`config.mk`:
```
export PLATFORM = sky130hd
export DESIGN_NAME = uslp_frame_builder
export DESIGN_NICKNAME = d
export VERILOG_FILES = /design/src/rtl/ufb_pkg.sv /design/src/rtl/ufb_ram.sv /design/src/rtl/ufb_front.sv /design/src/rtl/ufb_cmd_fifo.sv /design/src/rtl/ufb_back.sv /design/src/rtl/uslp_frame_builder.sv
export SDC_FILE = /design/constraint.sdc
export NUM_CORES = 1
export LEC_CHECK = 0
export BUFFER_PORTS_ARGS = -buffer_cell sky130_fd_sc_hd__buf_4
export CAP_MARGIN = 20
export CORE_MARGIN = 2
export CORE_UTILIZATION = 62
export DETAILED_ROUTE_END_ITERATION = 8
export GPL_TIMING_DRIVEN = 0
export MAX_ROUTING_LAYER = met4
export PLACE_DENSITY_LB_ADDON = 0.15
export SLEW_MARGIN = 20
export SYNTH_ARGS = -nofsm -noshare
export SYNTH_HDL_FRONTEND = slang
export SYNTH_SLANG_ARGS = --single-unit
```
`constraint.sdc`:
```
create_clock -name clk_i -period 9.4 [get_ports clk_i]
set_input_delay 0 -clock clk_i [delete_from_list [all_inputs] [get_ports clk_i]]
set_output_delay 0 -clock clk_i [all_outputs]
set_load 0.02 [all_outputs]
```
`src/rtl/ufb_pkg.sv`:
```
// ----------------------------------------------------------------------------
// ufb_pkg
// Shared types and constants of the USLP transfer frame builder.
// ----------------------------------------------------------------------------
`default_nettype none

package ufb_pkg;

  localparam int DATA_W     = 8;
  localparam int LEN_W      = 16;
  localparam int GMAP_W     = 30;
  localparam int S_TDATA_W  = 56;
  localparam int S_TUSER_W  = 2;
  localparam int M_TUSER_W  = 2;
  localparam int CFG_IDX_W  = 2;
  localparam int CFG_DATA_W = 5;

  // s_tdata layout
  localparam int TD_DATA_LSB = 0;
  localparam int TD_LEN_LSB  = 8;
  localparam int TD_GMAP_LSB = 24;
  // s_tuser layout
  localparam int TU_FIRST = 0;
  localparam int TU_EXPED = 1;

  // gmap_address layout
  localparam int GM_MAP_LSB  = 0;
  localparam int GM_VCID_LSB = 4;
  localparam int GM_SCID_LSB = 10;
  localparam int GM_VER_LSB  = 26;

  localparam int CHANNEL_COUNT = 64;
  localparam int CH_W          = 6;
  localparam int CNT_W         = 8;

  localparam int TOTAL_W          = LEN_W + 1;
  localparam int MAX_FRAME_OCTETS = 4096;
  localparam logic [TOTAL_W-1:0] MAX_FRAME   = TOTAL_W'(MAX_FRAME_OCTETS);
  localparam logic [TOTAL_W-1:0] OVERHEAD    = TOTAL_W'(12);
  localparam logic [LEN_W-1:0]   FLEN_OFFSET = LEN_W'(11);

  localparam int HDR_OCTETS = 9;
  localparam logic [DATA_W-1:0] HDR_BYPASS_OCTET = 8'h81;

  localparam int FIFO_DEPTH = 4;
  localparam int FIFO_PTR_W = 2;
  localparam int FIFO_CNT_W = 3;

  localparam logic [CFG_IDX_W-1:0] CFG_VERSION  = 2'd0;
  localparam logic [CFG_IDX_W-1:0] CFG_SRC_DEST = 2'd1;
  localparam logic [CFG_IDX_W-1:0] CFG_RULE     = 2'd2;
  localparam logic [CFG_IDX_W-1:0] CFG_PROTO    = 2'd3;

  typedef enum logic [1:0] {
    ST_OK       = 2'd0,
    ST_BAD_VER  = 2'd1,
    ST_SEQ_CTRL = 2'd2,
    ST_TOO_LONG = 2'd3
  } status_e;

  typedef struct packed {
    logic                                 err;
    status_e                              status;
    logic                                 hdr;
    logic [HDR_OCTETS-1:0][DATA_W-1:0]    hdr_bytes;
    logic                                 data_v;
    logic [DATA_W-1:0]                    data;
    logic                                 crc_v;
  } cmd_t;

endpackage

`default_nettype wire

```
`src/rtl/ufb_ram.sv`:
```
// ----------------------------------------------------------------------------
// ufb_ram
// Generic single write port, single read port RAM with registered read.
// ----------------------------------------------------------------------------
`default_nettype none

module ufb_ram #(
  parameter int WIDTH = 8,
  parameter int DEPTH = 64
) (
  input  wire logic                     clk_i,
  input  wire logic                     we_i,
  input  wire logic [$clog2(DEPTH)-1:0] waddr_i,
  input  wire logic [WIDTH-1:0]         wdata_i,
  input  wire logic                     re_i,
  input  wire logic [$clog2(DEPTH)-1:0] raddr_i,
  output logic      [WIDTH-1:0]         rdata_o
);

  logic [WIDTH-1:0] mem_q [DEPTH];

  always_ff @(posedge clk_i) begin
    if (we_i) begin
      mem_q[waddr_i] <= wdata_i;
    end
    if (re_i) begin
      rdata_o <= mem_q[raddr_i];
    end
  end

endmodule

`default_nettype wire

```
`src/rtl/ufb_front.sv`:
```
// ----------------------------------------------------------------------------
// ufb_front
// Accept SDU items, check the first item, keep the channel frame counters
// and issue one frame command per item that produces output.
// ----------------------------------------------------------------------------
`default_nettype none

module ufb_front (
  input  wire logic                              clk_i,
  input  wire logic                              rst_ni,
  input  wire logic                              cfg_we_i,
  input  wire logic [ufb_pkg::CFG_IDX_W-1:0]     cfg_idx_i,
  input  wire logic [ufb_pkg::CFG_DATA_W-1:0]    cfg_data_i,
  input  wire logic                              s_tvalid,
  output logic                                   s_tready,
  input  wire logic [ufb_pkg::S_TDATA_W-1:0]     s_tdata,
  input  wire logic [ufb_pkg::S_TUSER_W-1:0]     s_tuser,
  input  wire logic                              s_tlast,
  output logic                                   cmd_valid_o,
  output ufb_pkg::cmd_t                          cmd_o,
  input  wire logic                              cmd_full_i
);

  logic [3:0] exp_ver_q;
  logic       src_dest_q;
  logic [2:0] rule_q;
  logic [4:0] proto_q;

  logic                              b_vld_q;
  logic [ufb_pkg::DATA_W-1:0]        b_data_q;
  logic [ufb_pkg::LEN_W-1:0]         b_len_q;
  logic [ufb_pkg::GMAP_W-1:0]        b_gmap_q;
  logic                              b_first_q, b_last_q, b_exped_q;

  logic                              drop_q, drop_d;
  logic                              open_q, open_d;
  logic [ufb_pkg::LEN_W-1:0]         left_q, left_d;

  logic [ufb_pkg::CHANNEL_COUNT-1:0] cnt_vld_q;
  logic                              rd_vld_q;
  logic                              fwd_q;
  logic [ufb_pkg::CNT_W-1:0]         fwd_val_q;
  logic [ufb_pkg::CNT_W-1:0]         ram_rdata;

  logic                              accept, b_fire, push, cnt_we;
  logic [ufb_pkg::CH_W-1:0]          in_ch, b_ch;
  logic [ufb_pkg::CNT_W-1:0]         cnt_rd, cnt_wr;
  logic [3:0]                        ver;
  logic [15:0]                       scid;
  logic [5:0]                        vcid;
  logic [3:0]                        map_id;
  logic [ufb_pkg::TOTAL_W-1:0]       total;
  logic [ufb_pkg::LEN_W-1:0]         flen;
  ufb_pkg::status_e                  st;
  ufb_pkg::cmd_t                     cmd;

  assign accept   = s_tvalid && s_tready;
  assign b_fire   = b_vld_q && !cmd_full_i;
  assign s_tready = !b_vld_q || b_fire;

  assign in_ch = s_tdata[ufb_pkg::TD_GMAP_LSB + ufb_pkg::GM_VCID_LSB +: ufb_pkg::CH_W];

  assign ver    = b_gmap_q[ufb_pkg::GM_VER_LSB  +: 4];
  assign scid   = b_gmap_q[ufb_pkg::GM_SCID_LSB +: 16];
  assign vcid   = b_gmap_q[ufb_pkg::GM_VCID_LSB +: 6];
  assign map_id = b_gmap_q[ufb_pkg::GM_MAP_LSB  +: 4];
  assign b_ch   = vcid[ufb_pkg::CH_W-1:0];

  assign cnt_rd = fwd_q ? fwd_val_q : (rd_vld_q ? ram_rdata : '0);
  assign cnt_wr = cnt_rd + ufb_pkg::CNT_W'(1);
  assign total  = {1'b0, b_len_q} + ufb_pkg::OVERHEAD;
  assign flen   = b_len_q + ufb_pkg::FLEN_OFFSET;

  always_comb begin
    cmd       = '0;
    cmd.data  = b_data_q;
    push      = 1'b0;
    cnt_we    = 1'b0;
    st        = ufb_pkg::ST_OK;
    drop_d    = drop_q;
    open_d    = open_q;
    left_d    = left_q;
    if (b_first_q) begin
      drop_d = 1'b0;
      open_d = 1'b0;
      left_d = '0;
      if (ver != exp_ver_q) begin
        st = ufb_pkg::ST_BAD_VER;
      end else if (!b_exped_q) begin
        st = ufb_pkg::ST_SEQ_CTRL;
      end else begin
        cnt_we = 1'b1;
        if (total > ufb_pkg::MAX_FRAME) begin
          st = ufb_pkg::ST_TOO_LONG;
        end
      end
      push = 1'b1;
      if (st != ufb_pkg::ST_OK) begin
        cmd.err    = 1'b1;
        cmd.status = st;
        drop_d     = !b_last_q;
      end else begin
        cmd.hdr          = 1'b1;
        cmd.hdr_bytes[0] = {ver, scid[15:12]};
        cmd.hdr_bytes[1] = scid[11:4];
        cmd.hdr_bytes[2] = {scid[3:0], src_dest_q, vcid[5:3]};
        cmd.hdr_bytes[3] = {vcid[2:0], map_id, 1'b0};
        cmd.hdr_bytes[4] = flen[15:8];
        cmd.hdr_bytes[5] = flen[7:0];
        cmd.hdr_bytes[6] = ufb_pkg::HDR_BYPASS_OCTET;
        cmd.hdr_bytes[7] = cnt_rd;
        cmd.hdr_bytes[8] = {rule_q, proto_q};
        cmd.data_v       = (b_len_q != '0);
        cmd.crc_v        = b_last_q;
        open_d           = !b_last_q;
        left_d           = b_last_q ? '0 : b_len_q - ufb_pkg::LEN_W'(cmd.data_v);
      end
    end else if (drop_q) begin
      if (b_last_q) begin
        drop_d = 1'b0;
      end
    end else if (open_q) begin
      cmd.data_v = (left_q != '0);
      cmd.crc_v  = b_last_q;
      push       = cmd.data_v || b_last_q;
      left_d     = left_q - ufb_pkg::LEN_W'(cmd.data_v);
      if (b_last_q) begin
        open_d = 1'b0;
        left_d = '0;
      end
    end
  end

  assign cmd_valid_o = b_fire && push;
  assign cmd_o       = cmd;

  always_ff @(posedge clk_i or negedge rst_ni) begin
    if (!rst_ni) begin
      exp_ver_q  <= 4'd12;
      src_dest_q <= 1'b0;
      rule_q     <= 3'd7;
      proto_q    <= 5'd0;
    end else if (cfg_we_i) begin
      unique case (cfg_idx_i)
        ufb_pkg::CFG_VERSION:  exp_ver_q  <= cfg_data_i[3:0];
        ufb_pkg::CFG_SRC_DEST: src_dest_q <= cfg_data_i[0];
        ufb_pkg::CFG_RULE:     rule_q     <= cfg_data_i[2:0];
        ufb_pkg::CFG_PROTO:    proto_q    <= cfg_data_i[4:0];
      endcase
    end
  end

  always_ff @(posedge clk_i or negedge rst_ni) begin
    if (!rst_ni) begin
      b_vld_q   <= 1'b0;
      drop_q    <= 1'b0;
      open_q    <= 1'b0;
      left_q    <= '0;
      cnt_vld_q <= '0;
      rd_vld_q  <= 1'b0;
      fwd_q     <= 1'b0;
      fwd_val_q <= '0;
    end else begin
      if (b_fire) begin
        drop_q <= drop_d;
        open_q <= open_d;
        left_q <= left_d;
        if (cnt_we) begin
          cnt_vld_q[b_ch] <= 1'b1;
        end
      end
      if (accept) begin
        b_vld_q   <= 1'b1;
        rd_vld_q  <= cnt_vld_q[in_ch];
        fwd_q     <= b_fire && cnt_we && (b_ch == in_ch);
        fwd_val_q <= cnt_wr;
      end else if (b_fire) begin
        b_vld_q <= 1'b0;
      end
    end
  end

  always_ff @(posedge clk_i) begin
    if (accept) begin
      b_data_q  <= s_tdata[ufb_pkg::TD_DATA_LSB +: ufb_pkg::DATA_W];
      b_len_q   <= s_tdata[ufb_pkg::TD_LEN_LSB  +: ufb_pkg::LEN_W];
      b_gmap_q  <= s_tdata[ufb_pkg::TD_GMAP_LSB +: ufb_pkg::GMAP_W];
      b_first_q <= s_tuser[ufb_pkg::TU_FIRST];
      b_exped_q <= s_tuser[ufb_pkg::TU_EXPED];
      b_last_q  <= s_tlast;
    end
  end

  ufb_ram #(
    .WIDTH (ufb_pkg::CNT_W),
    .DEPTH (ufb_pkg::CHANNEL_COUNT)
  ) u_cnt_ram (
    .clk_i   (clk_i),
    .we_i    (b_fire && cnt_we),
    .waddr_i (b_ch),
    .wdata_i (cnt_wr),
    .re_i    (accept),
    .raddr_i (in_ch),
    .rdata_o (ram_rdata)
  );

  a_drop_not_open: assert property (@(posedge clk_i) disable iff (!rst_ni)
    drop_q |-> !open_q)
    else $error("dropping while a frame is open");

  a_left_only_open: assert property (@(posedge clk_i) disable iff (!rst_ni)
    !open_q |-> left_q == '0)
    else $error("data octets pending without an open frame");

endmodule

`default_nettype wire

```
`src/rtl/ufb_cmd_fifo.sv`:
```
// ----------------------------------------------------------------------------
// ufb_cmd_fifo
// Short command queue between the front and back parts.
// ----------------------------------------------------------------------------
`default_nettype none

module ufb_cmd_fifo (
  input  wire logic          clk_i,
  input  wire logic          rst_ni,
  input  wire logic          push_i,
  input  wire ufb_pkg::cmd_t push_data_i,
  output logic               full_o,
  input  wire logic          pop_i,
  output logic               valid_o,
  output ufb_pkg::cmd_t      pop_data_o
);

  ufb_pkg::cmd_t                 mem_q [ufb_pkg::FIFO_DEPTH];
  logic [ufb_pkg::FIFO_PTR_W-1:0] wr_ptr_q, rd_ptr_q;
  logic [ufb_pkg::FIFO_CNT_W-1:0] cnt_q;
  logic                           do_push, do_pop;

  assign full_o     = (cnt_q == ufb_pkg::FIFO_CNT_W'(ufb_pkg::FIFO_DEPTH));
  assign valid_o    = (cnt_q != '0);
  assign pop_data_o = mem_q[rd_ptr_q];
  assign do_push    = push_i && !full_o;
  assign do_pop     = pop_i && valid_o;

  always_ff @(posedge clk_i or negedge rst_ni) begin
    if (!rst_ni) begin
      wr_ptr_q <= '0;
      rd_ptr_q <= '0;
      cnt_q    <= '0;
    end else begin
      if (do_push) begin
        wr_ptr_q <= wr_ptr_q + 1'b1;
      end
      if (do_pop) begin
        rd_ptr_q <= rd_ptr_q + 1'b1;
      end
      cnt_q <= cnt_q + ufb_pkg::FIFO_CNT_W'(do_push) - ufb_pkg::FIFO_CNT_W'(do_pop);
    end
  end

  always_ff @(posedge clk_i) begin
    if (do_push) begin
      mem_q[wr_ptr_q] <= push_data_i;
    end
  end

  a_no_overflow: assert property (@(posedge clk_i) disable iff (!rst_ni)
    push_i |-> !full_o)
    else $error("command pushed into a full queue");

  a_no_underflow: assert property (@(posedge clk_i) disable iff (!rst_ni)
    pop_i |-> valid_o)
    else $error("command popped from an empty queue");

endmodule

`default_nettype wire

```
`src/rtl/ufb_back.sv`:
```
// ----------------------------------------------------------------------------
// ufb_back
// Run frame commands: header, data, CRC or error octets, one per unstalled cycle.
// ----------------------------------------------------------------------------
`default_nettype none

module ufb_back (
  input  wire logic                          clk_i,
  input  wire logic                          rst_ni,
  input  wire logic                          cmd_valid_i,
  input  wire ufb_pkg::cmd_t                 cmd_i,
  output logic                               cmd_pop_o,
  output logic                               m_tvalid,
  input  wire logic                          m_tready,
  output logic [ufb_pkg::DATA_W-1:0]         m_tdata,
  output logic [ufb_pkg::M_TUSER_W-1:0]      m_tuser,
  output logic                               m_tlast
);

  localparam logic [3:0] STEP_HDR_LAST = 4'd8;
  localparam logic [3:0] STEP_DATA     = 4'd9;
  localparam logic [3:0] STEP_CRC_HI   = 4'd10;
  localparam logic [3:0] STEP_CRC_LO   = 4'd11;
  localparam logic [3:0] STEP_ERR      = 4'd12;
  localparam logic [3:0] STEP_DONE     = 4'd15;

  function automatic logic [15:0] crc_upd(input logic [15:0] c, input logic [7:0] b);
    logic [15:0] r;
    r = c ^ {b, 8'h00};
    for (int k = 0; k < 8; k++) begin
      r = r[15] ? ({r[14:0], 1'b0} ^ 16'h1021) : {r[14:0], 1'b0};
    end
    return r;
  endfunction

  function automatic logic [3:0] step_start(input ufb_pkg::cmd_t c);
    priority if (c.err)    return STEP_ERR;
    else if (c.hdr)        return 4'd0;
    else if (c.data_v)     return STEP_DATA;
    else if (c.crc_v)      return STEP_CRC_HI;
    else                   return STEP_DONE;
  endfunction

  function automatic logic [3:0] step_after(input ufb_pkg::cmd_t c, input logic [3:0] s);
    priority if (s < STEP_HDR_LAST)  return s + 4'd1;
    else if (s == STEP_HDR_LAST)     return c.data_v ? STEP_DATA
                                          : (c.crc_v ? STEP_CRC_HI : STEP_DONE);
    else if (s == STEP_DATA)         return c.crc_v ? STEP_CRC_HI : STEP_DONE;
    else if (s == STEP_CRC_HI)       return STEP_CRC_LO;
    else                             return STEP_DONE;
  endfunction

  ufb_pkg::cmd_t               cur_q, cur_d;
  logic                        cur_v_q, cur_v_d;
  logic [3:0]                  step_q, step_d, nxt;
  logic [15:0]                 crc_q, crc_d, crc_in;
  logic                        out_free, emit;
  logic [ufb_pkg::DATA_W-1:0]  byte_d;
  logic                        end_d;
  ufb_pkg::status_e            st_d;
  logic                        m_tvalid_q;
  logic [ufb_pkg::DATA_W-1:0]  m_tdata_q;
  logic                        m_tlast_q;
  ufb_pkg::status_e            m_st_q;

  assign out_free = !m_tvalid_q || m_tready;
  assign emit     = cur_v_q && out_free;
  assign nxt      = step_after(cur_q, step_q);
  assign crc_in   = (step_q == 4'd0) ? 16'hFFFF : crc_q;

  always_comb begin
    byte_d = '0;
    end_d  = 1'b0;
    st_d   = ufb_pkg::ST_OK;
    crc_d  = crc_q;
    if (step_q <= STEP_HDR_LAST) begin
      byte_d = cur_q.hdr_bytes[step_q];
      crc_d  = crc_upd(crc_in, byte_d);
    end else if (step_q == STEP_DATA) begin
      byte_d = cur_q.data;
      crc_d  = crc_upd(crc_q, byte_d);
    end else if (step_q == STEP_CRC_HI) begin
      byte_d = crc_q[15:8];
    end else if (step_q == STEP_CRC_LO) begin
      byte_d = crc_q[7:0];
      end_d  = 1'b1;
    end else begin
      end_d = 1'b1;
      st_d  = cur_q.status;
    end
  end

  always_comb begin
    cur_d     = cur_q;
    cur_v_d   = cur_v_q;
    step_d    = step_q;
    cmd_pop_o = 1'b0;
    if (!cur_v_q || (emit && nxt == STEP_DONE)) begin
      cmd_pop_o = cmd_valid_i;
      cur_v_d   = cmd_valid_i;
      cur_d     = cmd_i;
      step_d    = step_start(cmd_i);
    end else if (emit) begin
      step_d = nxt;
    end
  end

  always_ff @(posedge clk_i or negedge rst_ni) begin
    if (!rst_ni) begin
      cur_v_q    <= 1'b0;
      step_q     <= STEP_DONE;
      m_tvalid_q <= 1'b0;
    end else begin
      cur_v_q <= cur_v_d;
      step_q  <= step_d;
      if (emit) begin
        m_tvalid_q <= 1'b1;
      end else if (m_tready) begin
        m_tvalid_q <= 1'b0;
      end
    end
  end

  always_ff @(posedge clk_i) begin
    cur_q <= cur_d;
    if (emit) begin
      crc_q     <= crc_d;
      m_tdata_q <= byte_d;
      m_tlast_q <= end_d;
      m_st_q    <= st_d;
    end
  end

  assign m_tvalid = m_tvalid_q;
  assign m_tdata  = m_tdata_q;
  assign m_tlast  = m_tlast_q;
  assign m_tuser  = m_st_q;

  a_step_live: assert property (@(posedge clk_i) disable iff (!rst_ni)
    cur_v_q |-> step_q != STEP_DONE)
    else $error("active command with no step left");

  a_err_shape: assert property (@(posedge clk_i) disable iff (!rst_ni)
    (m_tvalid_q && m_st_q != ufb_pkg::ST_OK) |-> (m_tlast_q && m_tdata_q == '0))
    else $error("error result not a single closing zero octet");

endmodule

`default_nettype wire

```
`src/rtl/uslp_frame_builder.sv`:
```
// ----------------------------------------------------------------------------
// uslp_frame_builder
// USLP transfer frame builder with CRC-16 frame error control.
// ----------------------------------------------------------------------------
// Path: input register, command queue, command register, output register.
// Throughput: one input item per cycle unless the queue is full; one output octet
//   per cycle unless stalled; an n-octet SDU's frame is n + 11 (9 header, 2 CRC).
// The 4-entry command queue lets input and output stall independently.
// Reset: asynchronous, active low; channel frame counters read as zero through
//   per-channel valid flags, no clearing pass.
// ----------------------------------------------------------------------------
`default_nettype none

module uslp_frame_builder (
  input  wire logic                              clk_i,
  input  wire logic                              rst_ni,
  input  wire logic                              cfg_we_i,
  input  wire logic [ufb_pkg::CFG_IDX_W-1:0]     cfg_idx_i,
  input  wire logic [ufb_pkg::CFG_DATA_W-1:0]    cfg_data_i,
  input  wire logic                              s_tvalid,
  output logic                                   s_tready,
  // data_byte[7:0], sdu_length[23:8], gmap_address[53:24], zero[55:54]
  input  wire logic [ufb_pkg::S_TDATA_W-1:0]     s_tdata,
  // first_byte[0], expedited[1]
  input  wire logic [ufb_pkg::S_TUSER_W-1:0]     s_tuser,
  input  wire logic                              s_tlast,
  output logic                                   m_tvalid,
  input  wire logic                              m_tready,
  // frame_byte[7:0]
  output logic [ufb_pkg::DATA_W-1:0]             m_tdata,
  // status[1:0]
  output logic [ufb_pkg::M_TUSER_W-1:0]          m_tuser,
  output logic                                   m_tlast
);

  logic          push, full, pop, q_valid;
  ufb_pkg::cmd_t push_cmd, pop_cmd;

  ufb_front u_front (
    .clk_i       (clk_i),
    .rst_ni      (rst_ni),
    .cfg_we_i    (cfg_we_i),
    .cfg_idx_i   (cfg_idx_i),
    .cfg_data_i  (cfg_data_i),
    .s_tvalid    (s_tvalid),
    .s_tready    (s_tready),
    .s_tdata     (s_tdata),
    .s_tuser     (s_tuser),
    .s_tlast     (s_tlast),
    .cmd_valid_o (push),
    .cmd_o       (push_cmd),
    .cmd_full_i  (full)
  );

  ufb_cmd_fifo u_fifo (
    .clk_i       (clk_i),
    .rst_ni      (rst_ni),
    .push_i      (push),
    .push_data_i (push_cmd),
    .full_o      (full),
    .pop_i       (pop),
    .valid_o     (q_valid),
    .pop_data_o  (pop_cmd)
  );

  ufb_back u_back (
    .clk_i       (clk_i),
    .rst_ni      (rst_ni),
    .cmd_valid_i (q_valid),
    .cmd_i       (pop_cmd),
    .cmd_pop_o   (pop),
    .m_tvalid    (m_tvalid),
    .m_tready    (m_tready),
    .m_tdata     (m_tdata),
    .m_tuser     (m_tuser),
    .m_tlast     (m_tlast)
  );

endmodule

`default_nettype wire

```
==> results.rst <==
.. list-table::
   :header-rows: 1

   * - Metric
     - Value
   * - Proportion of synthesized flip-flops having asynchronous set or reset
     - 0.1075
   * - Finished layout cell area
     - 51100 um2
   * - Sequential-to-total area share from yosys stat
     - 0.7370
   * - Total setup violations reported at the end of the flow
     - 0
   * - Syn Area/Cell
     - 19.27 um2
   * - Clock buffers created by TritonCTS
     - 107
   * - Level count of the clock H-tree
     - 3
   * - Largest voltage drop on the vdd net
     - 211.2 uV
   * - Hold wc startpoint
     - s_tdata[47]
   * - RSZ-0062 raised after global routing
     - false
   * - Class of the tightest hold or removal check
     - input pin to flop
   * - Layout cells sized above 1
     - 0.2587
   * - Run status
     - finished, final reports clean
   * - Max-Cap Viols
     - 0
   * - Slew at the pin with the worst max-slew slack
     - 1095 ps
   * - Met2 Routed Length
     - 53.79 mm
   * - IO Count
     - 84
   * - Cell Rows
     - 98
   * - Global-route wire length before repair
     - 153.9 mm
   * - Cell leakage power
     - 16.69 nW
   * - Number of enable flip-flop cells after synthesis
     - 988
   * - Total instance count after detailed placement
     - 3382
   * - Number of warnings printed during yosys synthesis
     - 0
   * - Critical path fanouts, max
     - 15
   * - Area of the core region
     - 71120 um2
   * - Worst slew margin
     - 0.2673
   * - Clk sink count
     - 1107
   * - Final routed DRC violation total
     - 0
   * - Required arrival time at the worst endpoint
     - 9980 ps
   * - Number of port buffers
     - 81
   * - Final hold violation count
     - 0
   * - Hold Worst Slack
     - 58.30 ps
   * - Master cell of the clock root buffer
     - sky130_fd_sc_hd__clkbuf_16
   * - Power density over cell area
     - 267.4 nW/um2
   * - Number of library cell types mapped by synthesis
     - 77
   * - Horizontal extent of the die
     - 271.3 um
   * - Clock latency on the worst-skew pair
     - 670 ps
   * - Number of buffers inserted to repair setup after CTS
     - 0
   * - Cell Count, Final, Fillers Out
     - 3664
   * - Sum of routed wire length over all layers
     - 102.4 mm
   * - Crit path arrival time
     - 5530 ps
   * - Longest Clk Path Bufs
     - 3
   * - Effective utilization at floorplan
     - 0.6230
   * - Post-DP HPWL
     - 67.94 mm
   * - Placer congestion estimate
     - 0.9140
   * - Initial detailed-routing violation count
     - 2369
   * - Routed length on met3
     - 6.519 mm
   * - Placed standard-cell area
     - 46900 um2
   * - WL/cell
     - 27.94 um
   * - Achievable frequency
     - 201.8 MHz
   * - Remaining antenna violation count after routing
     - 0
   * - Detailed-route wire length on metal 1
     - 38.59 mm
   * - Launch instance of the worst register-to-register path
     - u_back.step_q[1]
   * - Vias in the first global route
     - 23700
   * - Synthesized netlist cell count
     - 2300
   * - Mean number of vias per cell
     - 6.305
   * - Minimum clock period
     - 4956 ps
   * - Netlist Area Pre-Place
     - 44310 um2
   * - Cells resized by post-CTS repair
     - 0
   * - Die height
     - 271.3 um
   * - Pin count of the biggest net entering global routing
     - 80
   * - Predominant post-synthesis flop cell
     - sky130_fd_sc_hd__edfxtp_1
   * - Critical path launch point type
     - flop
   * - Clk_skew
     - 25.39 ps
   * - Top area cells in the synthesized netlist
     - sky130_fd_sc_hd__edfxtp_1, sky130_fd_sc_hd__mux4_2, sky130_fd_sc_hd__dfrtp_1
   * - Top sig layer
     - met4
   * - Type of destination of the critical path
     - flop
   * - CP startpoint
     - u_back.step_q[1]
   * - CTS tree
     - done
   * - Global route overflow
     - 0
   * - Final critical-path share of the clock period
     - 0.5272
   * - Layout-stage area growth over the synthesis result
     - 15.33%
   * - Number of storage elements in the synthesis netlist
     - 1107
   * - Area share of the largest cell type after synthesis
     - 0.6696
   * - Final Net Count
     - 2704
   * - Floorplan die area
     - 73620 um2
   * - Detailed Routing Iterations Pass 1
     - 6
   * - Initial antenna violation count
     - 3
   * - Clock slew at reported path FFs
     - 60 ps
   * - GRT Overall Usage
     - 0.2949
   * - Synth area leader
     - sky130_fd_sc_hd__edfxtp_1
   * - Number of vias in the routed layout
     - 23100
   * - Start-to-end type of the worst setup path
     - flop to flop
   * - Number of max-slew violations in the final report
     - 0
-- through the flow --
stage	worst slack [ps]	power [mW]	TNS, ps	util
after global routing	4182	14.18	0	0.7185
final	4444	13.67	0	0.7186
after global placement	-1369	9.447	-132320	0.6491
after detailed placement	4492	9.542	0	0.6595
after CTS	4426	13.72	0	0.7184
after floorplan	1980	8.510	0	-
-- logic make-up after synthesis --
group                    after synthesis  share of synthesized area
AND/OR/NAND/NOR                      476                    0.05487
multiplexers                         308                     0.1475
adder cells (fa/ha/maj)               26                   0.007003
flip-flops                          1107                     0.7370
AO/OA/AOI/OAI                        169                    0.02510
buffers and inverters                143                    0.01386
other                                  1                 0.00008463
XOR/XNOR                              70                    0.01451
-- metal layers --
layer / vias up / global-route usage
met5: - / -
met3: 227 / 0.04556
li1: 9870 / -
met4: 0 / 0.09847
met2: 1003 / 0.4940
met1: 12000 / 0.3745
-- flip-flops by register name (all words and copies together), names as in the netlist, 8 cells and up --
register,flops
u_front.u_cnt_ram.mem_q,512
u_fifo.mem_q,308
u_back.cur_q,76
u_front.cnt_vld_q,64
u_front.b_gmap_q,30
u_back.crc_q,16
u_front.b_len_q,16
u_front.left_q,16
u_back.m_tdata,8
u_front.b_data_q,8
u_front.fwd_val_q,8
u_front.u_cnt_ram.rdata_o,8
-- critical path: stages, from the launching register on --
cell and delay [ps]:
sky130_fd_sc_hd__dfstp_2 560, sky130_fd_sc_hd__buf_2 260, sky130_fd_sc_hd__buf_2 300, sky130_fd_sc_hd__buf_2 260
sky130_fd_sc_hd__inv_1 100, sky130_fd_sc_hd__ha_1 180, sky130_fd_sc_hd__clkbuf_1 250, sky130_fd_sc_hd__or3_1 410
sky130_fd_sc_hd__o211a_1 200, sky130_fd_sc_hd__o31ai_4 600, sky130_fd_sc_hd__buf_8 250, sky130_fd_sc_hd__o31a_1 240
sky130_fd_sc_hd__ha_1 260, sky130_fd_sc_hd__inv_1 60, sky130_fd_sc_hd__ha_1 140, sky130_fd_sc_hd__inv_1 60
sky130_fd_sc_hd__fa_1 410, sky130_fd_sc_hd__xnor2_1 190, sky130_fd_sc_hd__xnor2_1 140
-- cell type report --
cell class | count | area [um2]
diodes | 4 | 10.01
plain buffers | 119 | 526.8
clock buffers | 153 | 3055
clock inverters | 50 | 374.1
fillers | 4308 | 20010
inverters | 24 | 95.09
multi-input cells | 1065 | 11210
flip-flops and latches | 1107 | 32660
well taps | 950 | 1189
repair buffers | 192 | 1987
-- cell usage after synthesis, drive strengths merged (16+ instances only) --
master	count
o21ai	62
nand2	70
or2	72
nor3	28
mux2	22
xnor2	49
buf	41
clkbuf	78
a21oi	32
inv	23
xor2	20
edfxtp	988
dfrtp	110
nand3	34
nor2	146
and2	44
ha	16
mux4	273
-- worst paths after layout --
check	slack, ps	endpoint	depth (start not counted)
setup reg to reg	4440	u_fifo.cnt_q[2]	18
hold / removal	60	u_front.b_gmap_q[23]	2
setup / recovery	4440	u_fifo.cnt_q[2]	18
min in group asynchronous	520	u_back.step_q[1]	3
hold reg to reg	470	u_front.cnt_vld_q[53]	1
max in group asynchronous	8430	u_front.cnt_vld_q[47]	4
-- power by group --
part | switching, mW | leakage, nW | total [mW] | internal, mW
registers | 0.287 | 10.2 | 6.40 | 6.11
clock network | 1.79 | 1.69 | 4.16 | 2.37
logic | 1.85 | 4.83 | 3.11 | 1.26
total | 3.93 | 16.7 | 13.7 | 9.74
-- repair_timing --
item,in CTS,in global routing
hold buffers,75,0
setup endpoints to repair,0,0
hold endpoints to repair,195,0
-- cells in the final DEF (no fill, tap or decap), types with 12 or more instances in the layout --
master	netlist	routed
sky130_fd_sc_hd__conb_1	1	16
sky130_fd_sc_hd__buf_6	4	20
sky130_fd_sc_hd__clkbuf_16	0	111
sky130_fd_sc_hd__dfrtp_1	110	110
sky130_fd_sc_hd__clkbuf_1	77	106
sky130_fd_sc_hd__nor2b_1	13	12
sky130_fd_sc_hd__inv_1	23	23
sky130_fd_sc_hd__nor2_1	146	146
sky130_fd_sc_hd__clkinv_1	1	18
sky130_fd_sc_hd__buf_2	21	22
sky130_fd_sc_hd__nand3_1	34	34
sky130_fd_sc_hd__nor3_1	27	27
sky130_fd_sc_hd__o21ai_0	62	62
sky130_fd_sc_hd__edfxtp_1	988	988
sky130_fd_sc_hd__buf_1	14	13
sky130_fd_sc_hd__xnor2_1	48	46
sky130_fd_sc_hd__a21oi_1	32	32
sky130_fd_sc_hd__buf_4	1	81
sky130_fd_sc_hd__or2_2	68	68
sky130_fd_sc_hd__nand2_1	70	70
sky130_fd_sc_hd__dlygate4sd3_1	0	74
sky130_fd_sc_hd__and2_1	44	40
sky130_fd_sc_hd__clkinv_2	0	23
sky130_fd_sc_hd__clkbuf_8	0	12
sky130_fd_sc_hd__mux2i_1	13	13
sky130_fd_sc_hd__ha_1	16	15
sky130_fd_sc_hd__nand4_1	12	12
sky130_fd_sc_hd__xor2_1	19	16
sky130_fd_sc_hd__mux2_2	21	21
sky130_fd_sc_hd__mux4_2	271	271
Note: power is estimated with default switching activity, not from simulation.
